## src/mctt_pkg.sv

```systemverilog
`timescale 1ns / 1ps
`default_nettype none
// ----------------------------------------------------------------------------
// mctt_pkg
// Shared types and constants of the multi-channel periodic tick timer.
// ----------------------------------------------------------------------------
package mctt_pkg;

    localparam int CHANNELS_DEF    = 10;
    localparam int COUNT_WIDTH_DEF = 16;

    localparam int PERIOD_W = 16;   // width of the period field on the input
    localparam int CHAN_W   = 4;    // width of the slot index on the output

    localparam logic KIND_REG  = 1'b0;
    localparam logic KIND_TICK = 1'b1;

    typedef struct packed {
        logic                kind;
        logic [PERIOD_W-1:0] period_ticks;
        logic                tick_driven;
        logic                has_handler;
    } t_in;

    typedef struct packed {
        logic [CHAN_W-1:0] fired_channel;
        logic              last;
    } t_out;

    // strobes from the walker to the slot store
    typedef struct packed {
        logic reg_en;   // register item transfer: claim next free slot
        logic rd_en;    // read slot at rd_addr
        logic wr_en;    // write back countdown at wr_addr
    } t_store_ctl;

endpackage : mctt_pkg
`default_nettype wire

```

## src/mctt_store.sv

```systemverilog
`timescale 1ns / 1ps
`default_nettype none
// ----------------------------------------------------------------------------
// mctt_store
// Slot table: period/countdown memory, active flags and claimed-slot count.
// ----------------------------------------------------------------------------
module mctt_store #(
    parameter int CHANNELS    = mctt_pkg::CHANNELS_DEF,
    parameter int COUNT_WIDTH = mctt_pkg::COUNT_WIDTH_DEF,
    localparam int IW   = (CHANNELS > 1) ? $clog2(CHANNELS) : 1,
    localparam int CNTW = $clog2(CHANNELS + 1)
) (
    input  wire logic                   i_clk,
    input  wire logic                   i_rst_n,
    input  wire mctt_pkg::t_store_ctl   i_ctl,
    input  wire logic [COUNT_WIDTH-1:0] i_reg_period,
    input  wire logic                   i_reg_active,
    input  wire logic [IW-1:0]          i_rd_addr,
    input  wire logic [IW-1:0]          i_wr_addr,
    input  wire logic [COUNT_WIDTH-1:0] i_wr_cd,
    output logic      [CNTW-1:0]        o_count,
    output logic      [COUNT_WIDTH-1:0] o_rd_period,
    output logic      [COUNT_WIDTH-1:0] o_rd_cd,
    output logic                        o_rd_active
);

    // entry = {period, countdown}
    logic [2*COUNT_WIDTH-1:0] r_mem [CHANNELS];
    logic [2*COUNT_WIDTH-1:0] r_rdata;
    logic [CHANNELS-1:0]      r_active;
    logic                     r_rd_active;
    logic [CNTW-1:0]          r_count;

    logic                     claim;
    logic                     mem_we;
    logic [IW-1:0]            mem_wa;
    logic [2*COUNT_WIDTH-1:0] mem_wd;

    assign claim = i_ctl.reg_en && (r_count < CNTW'(CHANNELS));

    // register and tick write-backs never fall in the same cycle
    always_comb begin
        if (claim) begin
            mem_we = 1'b1;
            mem_wa = r_count[IW-1:0];
            mem_wd = {i_reg_period, i_reg_period};
        end else begin
            mem_we = i_ctl.wr_en;
            mem_wa = i_wr_addr;
            mem_wd = {r_rdata[2*COUNT_WIDTH-1:COUNT_WIDTH], i_wr_cd};
        end
    end

    always_ff @(posedge i_clk) begin
        if (mem_we) begin
            r_mem[mem_wa] <= mem_wd;
        end
        if (i_ctl.rd_en) begin
            r_rdata     <= r_mem[i_rd_addr];
            r_rd_active <= r_active[i_rd_addr];
        end
    end

    always_ff @(posedge i_clk) begin
        if (!i_rst_n) begin
            r_count  <= '0;
            r_active <= '0;
        end else if (claim) begin
            r_count                     <= r_count + CNTW'(1);
            r_active[r_count[IW-1:0]]   <= i_reg_active;
        end
    end

    assign o_count     = r_count;
    assign o_rd_period = r_rdata[2*COUNT_WIDTH-1:COUNT_WIDTH];
    assign o_rd_cd     = r_rdata[COUNT_WIDTH-1:0];
    assign o_rd_active = r_rd_active;

endmodule : mctt_store
`default_nettype wire

```

## src/multi_channel_periodic_tick_timer.sv

```systemverilog
`timescale 1ns / 1ps
`default_nettype none
// Register item: taken in idle; no result.
// Tick item: walks the claimed slots (none for an empty table), one slot per
// cycle through the slot memory read/modify/write loop while the output does not stall.
// Each expiry is held back until the next one is found (or the walk ends), then registered onto the output.
// Reset (synchronous, active low) clears slot count, active flags and control;
// the slot memory itself is not cleared.
// ----------------------------------------------------------------------------
// multi_channel_periodic_tick_timer
// Table of periodic countdown timers; each tick walks the claimed slots and
// reports every slot that expires, flagging the last one of the tick.
// ----------------------------------------------------------------------------
module multi_channel_periodic_tick_timer #(
    parameter int CHANNELS    = mctt_pkg::CHANNELS_DEF,
    parameter int COUNT_WIDTH = mctt_pkg::COUNT_WIDTH_DEF
) (
    input  wire logic          i_clk,
    input  wire logic          i_rst_n,
    input  wire logic          i_in_valid,
    output logic               o_in_ready,
    input  wire mctt_pkg::t_in i_in,
    output logic               o_out_valid,
    input  wire logic          i_out_ready,
    output mctt_pkg::t_out     o_out
);

    localparam int IW   = (CHANNELS > 1) ? $clog2(CHANNELS) : 1;
    localparam int CNTW = $clog2(CHANNELS + 1);

    localparam logic [1:0] ST_IDLE  = 2'd0;
    localparam logic [1:0] ST_WALK  = 2'd1;
    localparam logic [1:0] ST_FLUSH = 2'd2;

    logic [1:0]             r_state, n_state;
    logic [IW-1:0]          r_idx, n_idx;
    logic                   r_pend, n_pend;        // an expiry held back
    logic [IW-1:0]          r_pend_idx, n_pend_idx;
    logic                   r_out_valid;
    mctt_pkg::t_out         r_out;

    mctt_pkg::t_store_ctl   ctl;
    logic [IW-1:0]          rd_addr;
    logic [COUNT_WIDTH-1:0] wr_cd;
    logic [CNTW-1:0]        count;
    logic [COUNT_WIDTH-1:0] rd_period, rd_cd, dec;
    logic                   rd_active;

    logic in_xfer, tick_xfer, out_free, fire, stall, last_slot;
    logic out_load, out_last;

    assign o_in_ready = (r_state == ST_IDLE);
    assign in_xfer    = i_in_valid && o_in_ready;
    assign tick_xfer  = in_xfer && (i_in.kind == mctt_pkg::KIND_TICK);
    assign out_free   = !r_out_valid || i_out_ready;

    // slot under inspection in WALK: read data belongs to r_idx
    assign dec       = rd_cd - COUNT_WIDTH'(1);
    assign fire      = rd_active && (dec == '0);
    // a second expiry must push the held one out; wait for the output slot
    assign stall     = fire && r_pend && !out_free;
    assign last_slot = ((CNTW'(r_idx) + CNTW'(1)) == count);

    always_comb begin
        n_state    = r_state;
        n_idx      = r_idx;
        n_pend     = r_pend;
        n_pend_idx = r_pend_idx;
        ctl.reg_en = in_xfer && (i_in.kind == mctt_pkg::KIND_REG);
        ctl.rd_en  = 1'b0;
        ctl.wr_en  = 1'b0;
        rd_addr    = '0;
        wr_cd      = fire ? rd_period : dec;
        out_load   = 1'b0;
        out_last   = 1'b0;
        unique case (r_state)
            ST_IDLE: begin
                if (tick_xfer && (count != '0)) begin
                    ctl.rd_en = 1'b1;
                    n_idx     = '0;
                    n_state   = ST_WALK;
                end
            end
            ST_WALK: begin
                if (!stall) begin
                    ctl.wr_en = rd_active;
                    if (fire) begin
                        n_pend     = 1'b1;
                        n_pend_idx = r_idx;
                        out_load   = r_pend;
                    end
                    if (last_slot) begin
                        n_state = ST_FLUSH;
                    end else begin
                        n_idx     = r_idx + IW'(1);
                        ctl.rd_en = 1'b1;
                        rd_addr   = r_idx + IW'(1);
                    end
                end
            end
            ST_FLUSH: begin
                if (!r_pend) begin
                    n_state = ST_IDLE;
                end else if (out_free) begin
                    out_load = 1'b1;
                    out_last = 1'b1;
                    n_pend   = 1'b0;
                    n_state  = ST_IDLE;
                end
            end
            default: begin
                n_state = ST_IDLE;
            end
        endcase
    end

    always_ff @(posedge i_clk) begin
        if (!i_rst_n) begin
            r_state     <= ST_IDLE;
            r_idx       <= '0;
            r_pend      <= 1'b0;
            r_out_valid <= 1'b0;
        end else begin
            r_state <= n_state;
            r_idx   <= n_idx;
            r_pend  <= n_pend;
            if (out_load) begin
                r_out_valid <= 1'b1;
            end else if (i_out_ready) begin
                r_out_valid <= 1'b0;
            end
        end
    end

    // payload registers
    always_ff @(posedge i_clk) begin
        r_pend_idx <= n_pend_idx;
        if (out_load) begin
            r_out.fired_channel <= mctt_pkg::CHAN_W'(r_pend_idx);
            r_out.last          <= out_last;
        end
    end

    mctt_store #(
        .CHANNELS    (CHANNELS),
        .COUNT_WIDTH (COUNT_WIDTH)
    ) u_store (
        .i_clk        (i_clk),
        .i_rst_n      (i_rst_n),
        .i_ctl        (ctl),
        .i_reg_period (COUNT_WIDTH'(i_in.period_ticks)),
        .i_reg_active (i_in.tick_driven && i_in.has_handler),
        .i_rd_addr    (rd_addr),
        .i_wr_addr    (r_idx),
        .i_wr_cd      (wr_cd),
        .o_count      (count),
        .o_rd_period  (rd_period),
        .o_rd_cd      (rd_cd),
        .o_rd_active  (rd_active)
    );

    assign o_out_valid = r_out_valid;
    assign o_out       = r_out;

    // nothing is held back once the walk is over
    a_no_pend_idle: assert property (@(posedge i_clk) disable iff (!i_rst_n)
        (r_state == ST_IDLE) |-> !r_pend)
        else $error("expiry left pending in idle");

    // walk index stays inside the claimed slots
    a_idx_range: assert property (@(posedge i_clk) disable iff (!i_rst_n)
        (r_state == ST_WALK) |-> (CNTW'(r_idx) < count))
        else $error("walk index beyond claimed slots");

    // slot count never exceeds the table
    a_count_max: assert property (@(posedge i_clk) disable iff (!i_rst_n)
        count <= CNTW'(CHANNELS))
        else $error("slot count above table size");

    // a tick on an empty table leaves the block idle
    a_empty_tick: assert property (@(posedge i_clk) disable iff (!i_rst_n)
        (tick_xfer && (count == '0)) |=> (r_state == ST_IDLE))
        else $error("empty-table tick started a walk");

endmodule : multi_channel_periodic_tick_timer
`default_nettype wire

```

## config.mk

```make
export PLATFORM = sky130hd
export DESIGN_NAME = multi_channel_periodic_tick_timer
export DESIGN_NICKNAME = d
export VERILOG_FILES = /design/src/mctt_pkg.sv /design/src/mctt_store.sv /design/src/multi_channel_periodic_tick_timer.sv
export SDC_FILE = /design/constraint.sdc
export NUM_CORES = 1
export LEC_CHECK = 0
export ABC_CLOCK_PERIOD_IN_PS = 4100
export BUFFER_PORTS_ARGS = -buffer_cell sky130_fd_sc_hd__buf_2
export CAP_MARGIN = 25
export CORE_MARGIN = 3
export CORE_UTILIZATION = 48
export CTS_CLUSTER_DIAMETER = 80
export DETAILED_ROUTE_END_ITERATION = 8
export HOLD_SLACK_MARGIN = 0.12
export PLACE_DENSITY_LB_ADDON = 0.1
export SLEW_MARGIN = 20
export SYNTH_ARGS = -nofsm -noshare
export SYNTH_HDL_FRONTEND = slang
export SYNTH_SLANG_ARGS = --single-unit
```

## constraint.sdc

```tcl
create_clock -name i_clk -period 4.1 [get_ports i_clk]
set_input_delay 0.205 -clock i_clk [delete_from_list [all_inputs] [get_ports i_clk]]
set_output_delay 0.205 -clock i_clk [all_outputs]
set_load 0.05 [all_outputs]
```

==> Yosys cells after proc, flatten, opt, wreduce, memory -nomap -nowiden <==
Memory sizes are Yosys's and may differ from the RTL's. A register that Yosys moved wholly into a read port is not among the register bits.
Index checks and enable logic that the tools add are counted.
{ "totals": {"register_bits": 32, "latch_bits": 0, "mem_bits_rw": 320, "romBits": 0, "elab_cells": 93, "memories": 1} }
{ "op_classes": {"n_addsub": 3, "multipliers": 0, "div": 0, "magnitude_cmp": 4, "n_eq_ne": 9, "shift": 0, "n_mux": 41, "bitwise": 2, "n_reduce_logical": 23} }
{ "memory_table": {"columns": ["name", "words", "word_bits", "rd", "rd_ports_with_merged_regs", "wr", "line", "rtl"], "rows": [
  ["u_store.r_mem", 10, 32, 1, 1, 1, "mctt_store.sv:28", "logic [2*COUNT_WIDTH-1:0] r_mem [CHANNELS];"]
]} }
{ "ops": {"columns": ["op", "n"], "rows": [
  ["2-to-1 mux 32 bit", 1],
  ["2-to-1 mux 4 bit", 7],
  ["2-to-1 mux 1 bit", 18],
  ["logical NOT 16 bit", 1],
  ["2-to-1 mux 16 bit", 1],
  ["subtractor 16 x 1 -> 16 bit, second input constant", 1],
  ["2-to-1 mux 2 bit", 6],
  ["bitwise mux 10 bit", 1],
  ["logical AND 1 bit", 10],
  ["less-than comparator 4 x 5 -> 1 bit, second input constant", 2],
  ["adder 4 x 1 -> 4 bit, second input constant", 2],
  ["inequality test 2 bit, second input constant", 4],
  ["one-hot mux 4 bit (2 select lines)", 1],
  ["AND reduction 4 bit", 2],
  ["one-hot mux 1 bit (2 select lines)", 3],
  ["one-hot mux 2 bit (3 select lines)", 1],
  ["AND reduction 3 bit", 2],
  ["nonzero test 2 bit", 3],
  ["binary-select mux 1 bit (select 4 bit)", 1],
  ["demux 1 bit (select 4 bit)", 1],
  ["== test 4 bit", 1],
  [">= comparator 4 x 1 -> 1 bit, second input constant", 1],
  ["less-than comparator 4 bit, second input constant", 1],
  ["nonzero test 4 bit", 1],
  ["other kinds (8)", 10]
]} }

==> Longest topological paths before layout <==
{ "logic_depth": {"depth_word": 10, "mapped_depth": 10, "ltp_nobuf": 9} }

==> By module <==
From an unflattened synthesis, not the netlist that was laid out.
{ "unflattened": {"cells_unflattened": 1078, "hier_area_um2": 16205.5} }
{ "by_module_without_submodules": {"columns": ["module", "instances", "cells_each", "area_per_inst_um2"], "rows": [
  ["mctt_store", 1, 878, 14605.3],
  ["multi_channel_periodic_tick_timer", 1, 200, 1600.3]
]} }

==> Worst setup path before layout <==
OpenSTA, ideal clock, no wires.
{ "synth_timing": {"path_type": "register -> register", "start": "register u_store.r_rdata[0] (read register of u_store.r_mem)", "end": "register u_store.r_rd_active, in the netlist u_store.o_rd_active (enable)", "t_arrival_ps": 3630, "required_ps": 3430, "path_slack_ps": -200, "stages_incl_launch_ff": 10, "period_less_slack_ps": 4300, "path_cell_list": "edfxtp_1 -> inv_1 -> ha_1 -> nor4b_2 -> nand3b_1 -> xor2_1 -> nand3_4 -> o41ai_4 -> buf_4 -> o21ai_0"} }
{ "synth_lines": {"columns": ["item", "line", "rtl"], "rows": [
  ["start, declared", "mctt_store.sv:29", "logic [2*COUNT_WIDTH-1:0] r_rdata;"],
  ["end signal, assigned", "mctt_store.sv:60", "r_rd_active <= r_active[i_rd_addr];"],
  ["end, declared", "mctt_store.sv:31", "logic r_rd_active;"]
]} }

==> Final worst setup path <==
{ "layout_timing": {"start": "register u_store.r_rdata[0] (read register of u_store.r_mem)", "end": "register u_store.r_rdata[3] (read register of u_store.r_mem) (data pin)"} }
{ "layout_via": {"elab_chain_len": 7, "word_cells_on_any_way": 9, "cone_classes": "add/sub (1); mux (4); reduce/logical (4)"} }
{ "layout_rtl": {"columns": ["item", "line", "rtl"], "rows": [
  ["subtractor 16 x 1 -> 16 bit *", "multi_channel_periodic_tick_timer.sv:58", "assign dec = rd_cd - COUNT_WIDTH'(1);"],
  ["logical NOT 16 bit *", "multi_channel_periodic_tick_timer.sv:59", "assign fire = rd_active && (dec == '0);"],
  ["logical AND 1 bit *", "multi_channel_periodic_tick_timer.sv:59", null],
  ["logical AND 1 bit * (2 in series)", "multi_channel_periodic_tick_timer.sv:61", "assign stall = fire && r_pend && !out_free;"],
  ["2-to-1 mux 2 bit / 2-to-1 mux 4 bit (equally long branches)", "multi_channel_periodic_tick_timer.sv:85", "if (!stall) begin"],
  ["one-hot mux 1 bit (2 select lines) / 2-to-1 mux 4 bit (equally long branches)", "multi_channel_periodic_tick_timer.sv:76", "unique case (r_state)"]
]} }
Mark *: on every way between the ends. The rest lies on a longest branch, timed or not.
A chain may end at the register's enable or synchronous reset.

==> flow_summary.toml <==
[outcome]
status = "completed"

[floorplanning]
start_util = 0.4943
rows = 66
dieArea_sq_um = 36260
die-width_microns = 190.4
placeableCoreArea_sq_um = 33030
ios = 30
die_h_microns = 190.4

[route]
wl_microns = 40810
ant_nets = 0
drc_errors = 0
via_per_inst = 5.996
via_count = 9659
routedWlPerCell_microns = 25.33
first_pass_iters = 7
dr.first_iter.drc_count = 845

[power]
switchingPower_mw = 3.526
p_int_mw = 8.099
vdd_drop_max_uv = 438.0
p_per_area_nw_per_um2 = 627.0
p_comb_frac = 0.236
swShare = 0.3033
seq_power_share = 0.475
leakage_nw = 5.791
clockPowerShare = 0.289

[synth]
yosysTopAreaCell = "edfxtp_1"
ys_types = 61
ys_ff_latch = 384
yosys.area.top_type_share = 0.6658
yosysSeqAreaShare = 0.6928
synthTopCellsByCount = "edfxtp_1, nand2_1, mux2i_1, o21ai_0, nor2_1"
synth.most_common_cell = "edfxtp_1"
synth-edff-count = 362
syn_nets = 1115
synthCells = 1082
yosys-top-cells-area = "edfxtp_1, mux2i_1, mux4_2"
synth_ff_type = "edfxtp_1"
synth_area_per_cell_sq_um = 15.09
synth_area_sq_um = 16330
yosys_warnings = 0
async_flop_share = 0

[setup_path]
reg2reg_from = "u_store.r_rdata[0]"
r2r_cells = 11
crit_type = "register to register"
startpoint_type = "register"
worstPathArrival_ps = 4150
cp_max_fo = 14
r2r_slack_ps = 240
cp.required_ps = 4390
r2r_end = "u_store.r_rdata[3]"
worst_setup_path_end_kind = "register"

[sta]
setup_tns_ps = 0
tightestPinTransition_ps = 1011
max_slew_margin = 0.3241
hold_violations = 0
fin_crit_sh = 0.9405
setup_viol_count_final = 0
slew_viol_final = 0
finClkSkew_ps = 15.46
max_freq_mhz = 259.3
rsz0062_at_grt = "no"
post-route-min-period_ps = 3856

[worst_hold_path]
min_to = "u_store.o_count[3]"
hold_path_class = "input pin to register"
whs_path_depth = 4
hp-start = "i_in[18]"

[global_routing]
met2_usage = 0.3691
antenna_found_initial = 0
grt_max_degree = 73
grt_pass1_vias = 9696
use_met3 = 0.03438
grt_pass1_wl_microns = 61440
grt_usage = 0.2271
overflow = 0
use_met1 = 0.3217
grt_busiest_layer = "met2"

[place]
hpwl_microns = 23460
dp.cells = 1540
port_buffers = 29
finalWeightedCongestion = 0.8127

[layout]
fillers = 2673
regArea_sq_um = 11310
syn_to_final_growth_pct = 13.57
multiInputGateArea_sq_um = 4761
n_antenna_cell = 0
final_cells = 1611
final_nets = 1177
drive_gt1_frac = 0.1976

[clock_network]
cts_tree = "done"
clock_latency_ps = 530
clock_path_buffers = 3
cts_sinks = 384
postCtsSetupRepairBufs = 0
clk_pin_slew_ps = 60
cts_root_buf = "clkbuf_16"
h-tree-depth = 2
numCtsBuffers = 42

[run]
drv_cap = 0
how the worst max path moves through the flow:
stage                        from                    to  slack (ps)  depth (start not counted)
6_report       u_store.r_rdata[0]    u_store.r_rdata[3]         240                         11
5_1_grt        u_store.r_rdata[0]    u_store.r_rdata[3]          20                         11
4_1_cts        u_store.r_rdata[0]  u_store.r_mem[9][25]          90                         10
3_5_place_dp   u_store.r_rdata[0]  u_store.r_mem[9][31]         110                         10
3_3_place_gp   u_store.r_rdata[0]    u_store.r_rdata[3]         220                         11
2_1_floorplan          r_state[1]   u_store.r_mem[3][0]         300                          8
power groups by stage:
stage / logic (mW) / clock network, mW / registers (mW)
3_3_place_gp: 2.71 / 0 / 5.59
4_1_cts: 2.75 / 3.43 / 5.52
5_1_grt: 2.98 / 3.60 / 5.56
2_1_floorplan: 1.73 / 0 / 5.52
6_report: 2.74 / 3.36 / 5.53
3_5_place_dp: 2.74 / 0 / 5.59
cells by family (layout without fill, tap and decap cells):
group,count (synthesis),count (layout),share of synthesized area
flops,384,384,0.6928
simple gates,284,284,0.08491
compound gates,192,192,0.08706
mux,109,109,0.09211
buf+inv,83,170,0.02391
xor+xnor,20,20,0.01157
fa+ha+maj,10,10,0.007663
worst max-delay path: stages (launching register included):
cell	delay, ps
edfxtp_1	460
inv_1	110
ha_1	310
nor4b_2	430
nand3b_1	140
xor2_1	360
nand3_4	100
buf_4	170
o41ai_4	550
nor2_4	290
buf_4	280
a221oi_2	410
per-stage QoR:
stage | total power [mW] | setup WS, ps | area (sq um) | hold WS [ps] | utilization
after floorplan | 7.249 | 296.8 | 16330 | 400.3 | -
after global placement | 8.296 | 218.6 | 17320 | 401.6 | 0.5243
after detailed placement | 8.338 | 110.2 | 17320 | 405.6 | 0.5243
after CTS | 11.70 | 89.72 | 18540 | 139.9 | 0.5612
after global routing | 12.14 | 22.66 | 18540 | 222.8 | 0.5614
final | 11.63 | 243.8 | 18540 | 177.9 | 0.5614
placed cells by master (no fill, tap or decap), types with 4 or more instances in the layout:
cell,n
nor4_1,35
nor2_1,43
clkbuf_16,42
o21ai_1,44
edfxtp_1,362
nand3_1,17
xnor2_1,10
clkinv_2,5
nand2_1,114
a211oi_1,4
mux4_2,33
buf_12,6
clkbuf_1,9
nand4_1,10
a31oi_1,23
a21oi_1,10
clkinv_1,11
ha_1,9
dfxtp_1,21
nor3b_1,4
a221oi_2,32
buf_2,29
nor2b_1,5
nor2_4,11
mux2i_1,76
nor3_1,12
o21ai_0,59
buf_4,51
inv_1,13
xor2_1,7
sequential cells by signal (all words and copies together) (netlist names), 2 cells and up:
name              cells
o_out                 5
u_store.r_active     10
r_state               2
r_idx                 4
u_store.r_mem       320
u_store.o_count       4
r_pend_idx            4
u_store.r_rdata      32
timing repair:
item / 4_1_cts / 5_1_grt
hold endpoints to repair: 4 / 0
gates resized for setup: 0 / 1
hold buffers: 2 / 0
setup endpoints to repair: 0 / 35
area by class of cell:
cell class              count  area share
inverters                  13    0.002632
clock inverters            18    0.006073
well taps                 442     0.02982
flip-flops and latches    384      0.6102
multi-input cells         615      0.2567
clock buffers              51     0.05850
repair buffers             88     0.03603
metal layers:
layer | part of all wire | vias to the layer above
met1 | 0.44 | 4929
met3 | 0.056 | 66
li1 | - | 4363
met5 | 0 | -
met2 | 0.48 | 301
met4 | 0.024 | 0
(Power assumes the default switching activity.)
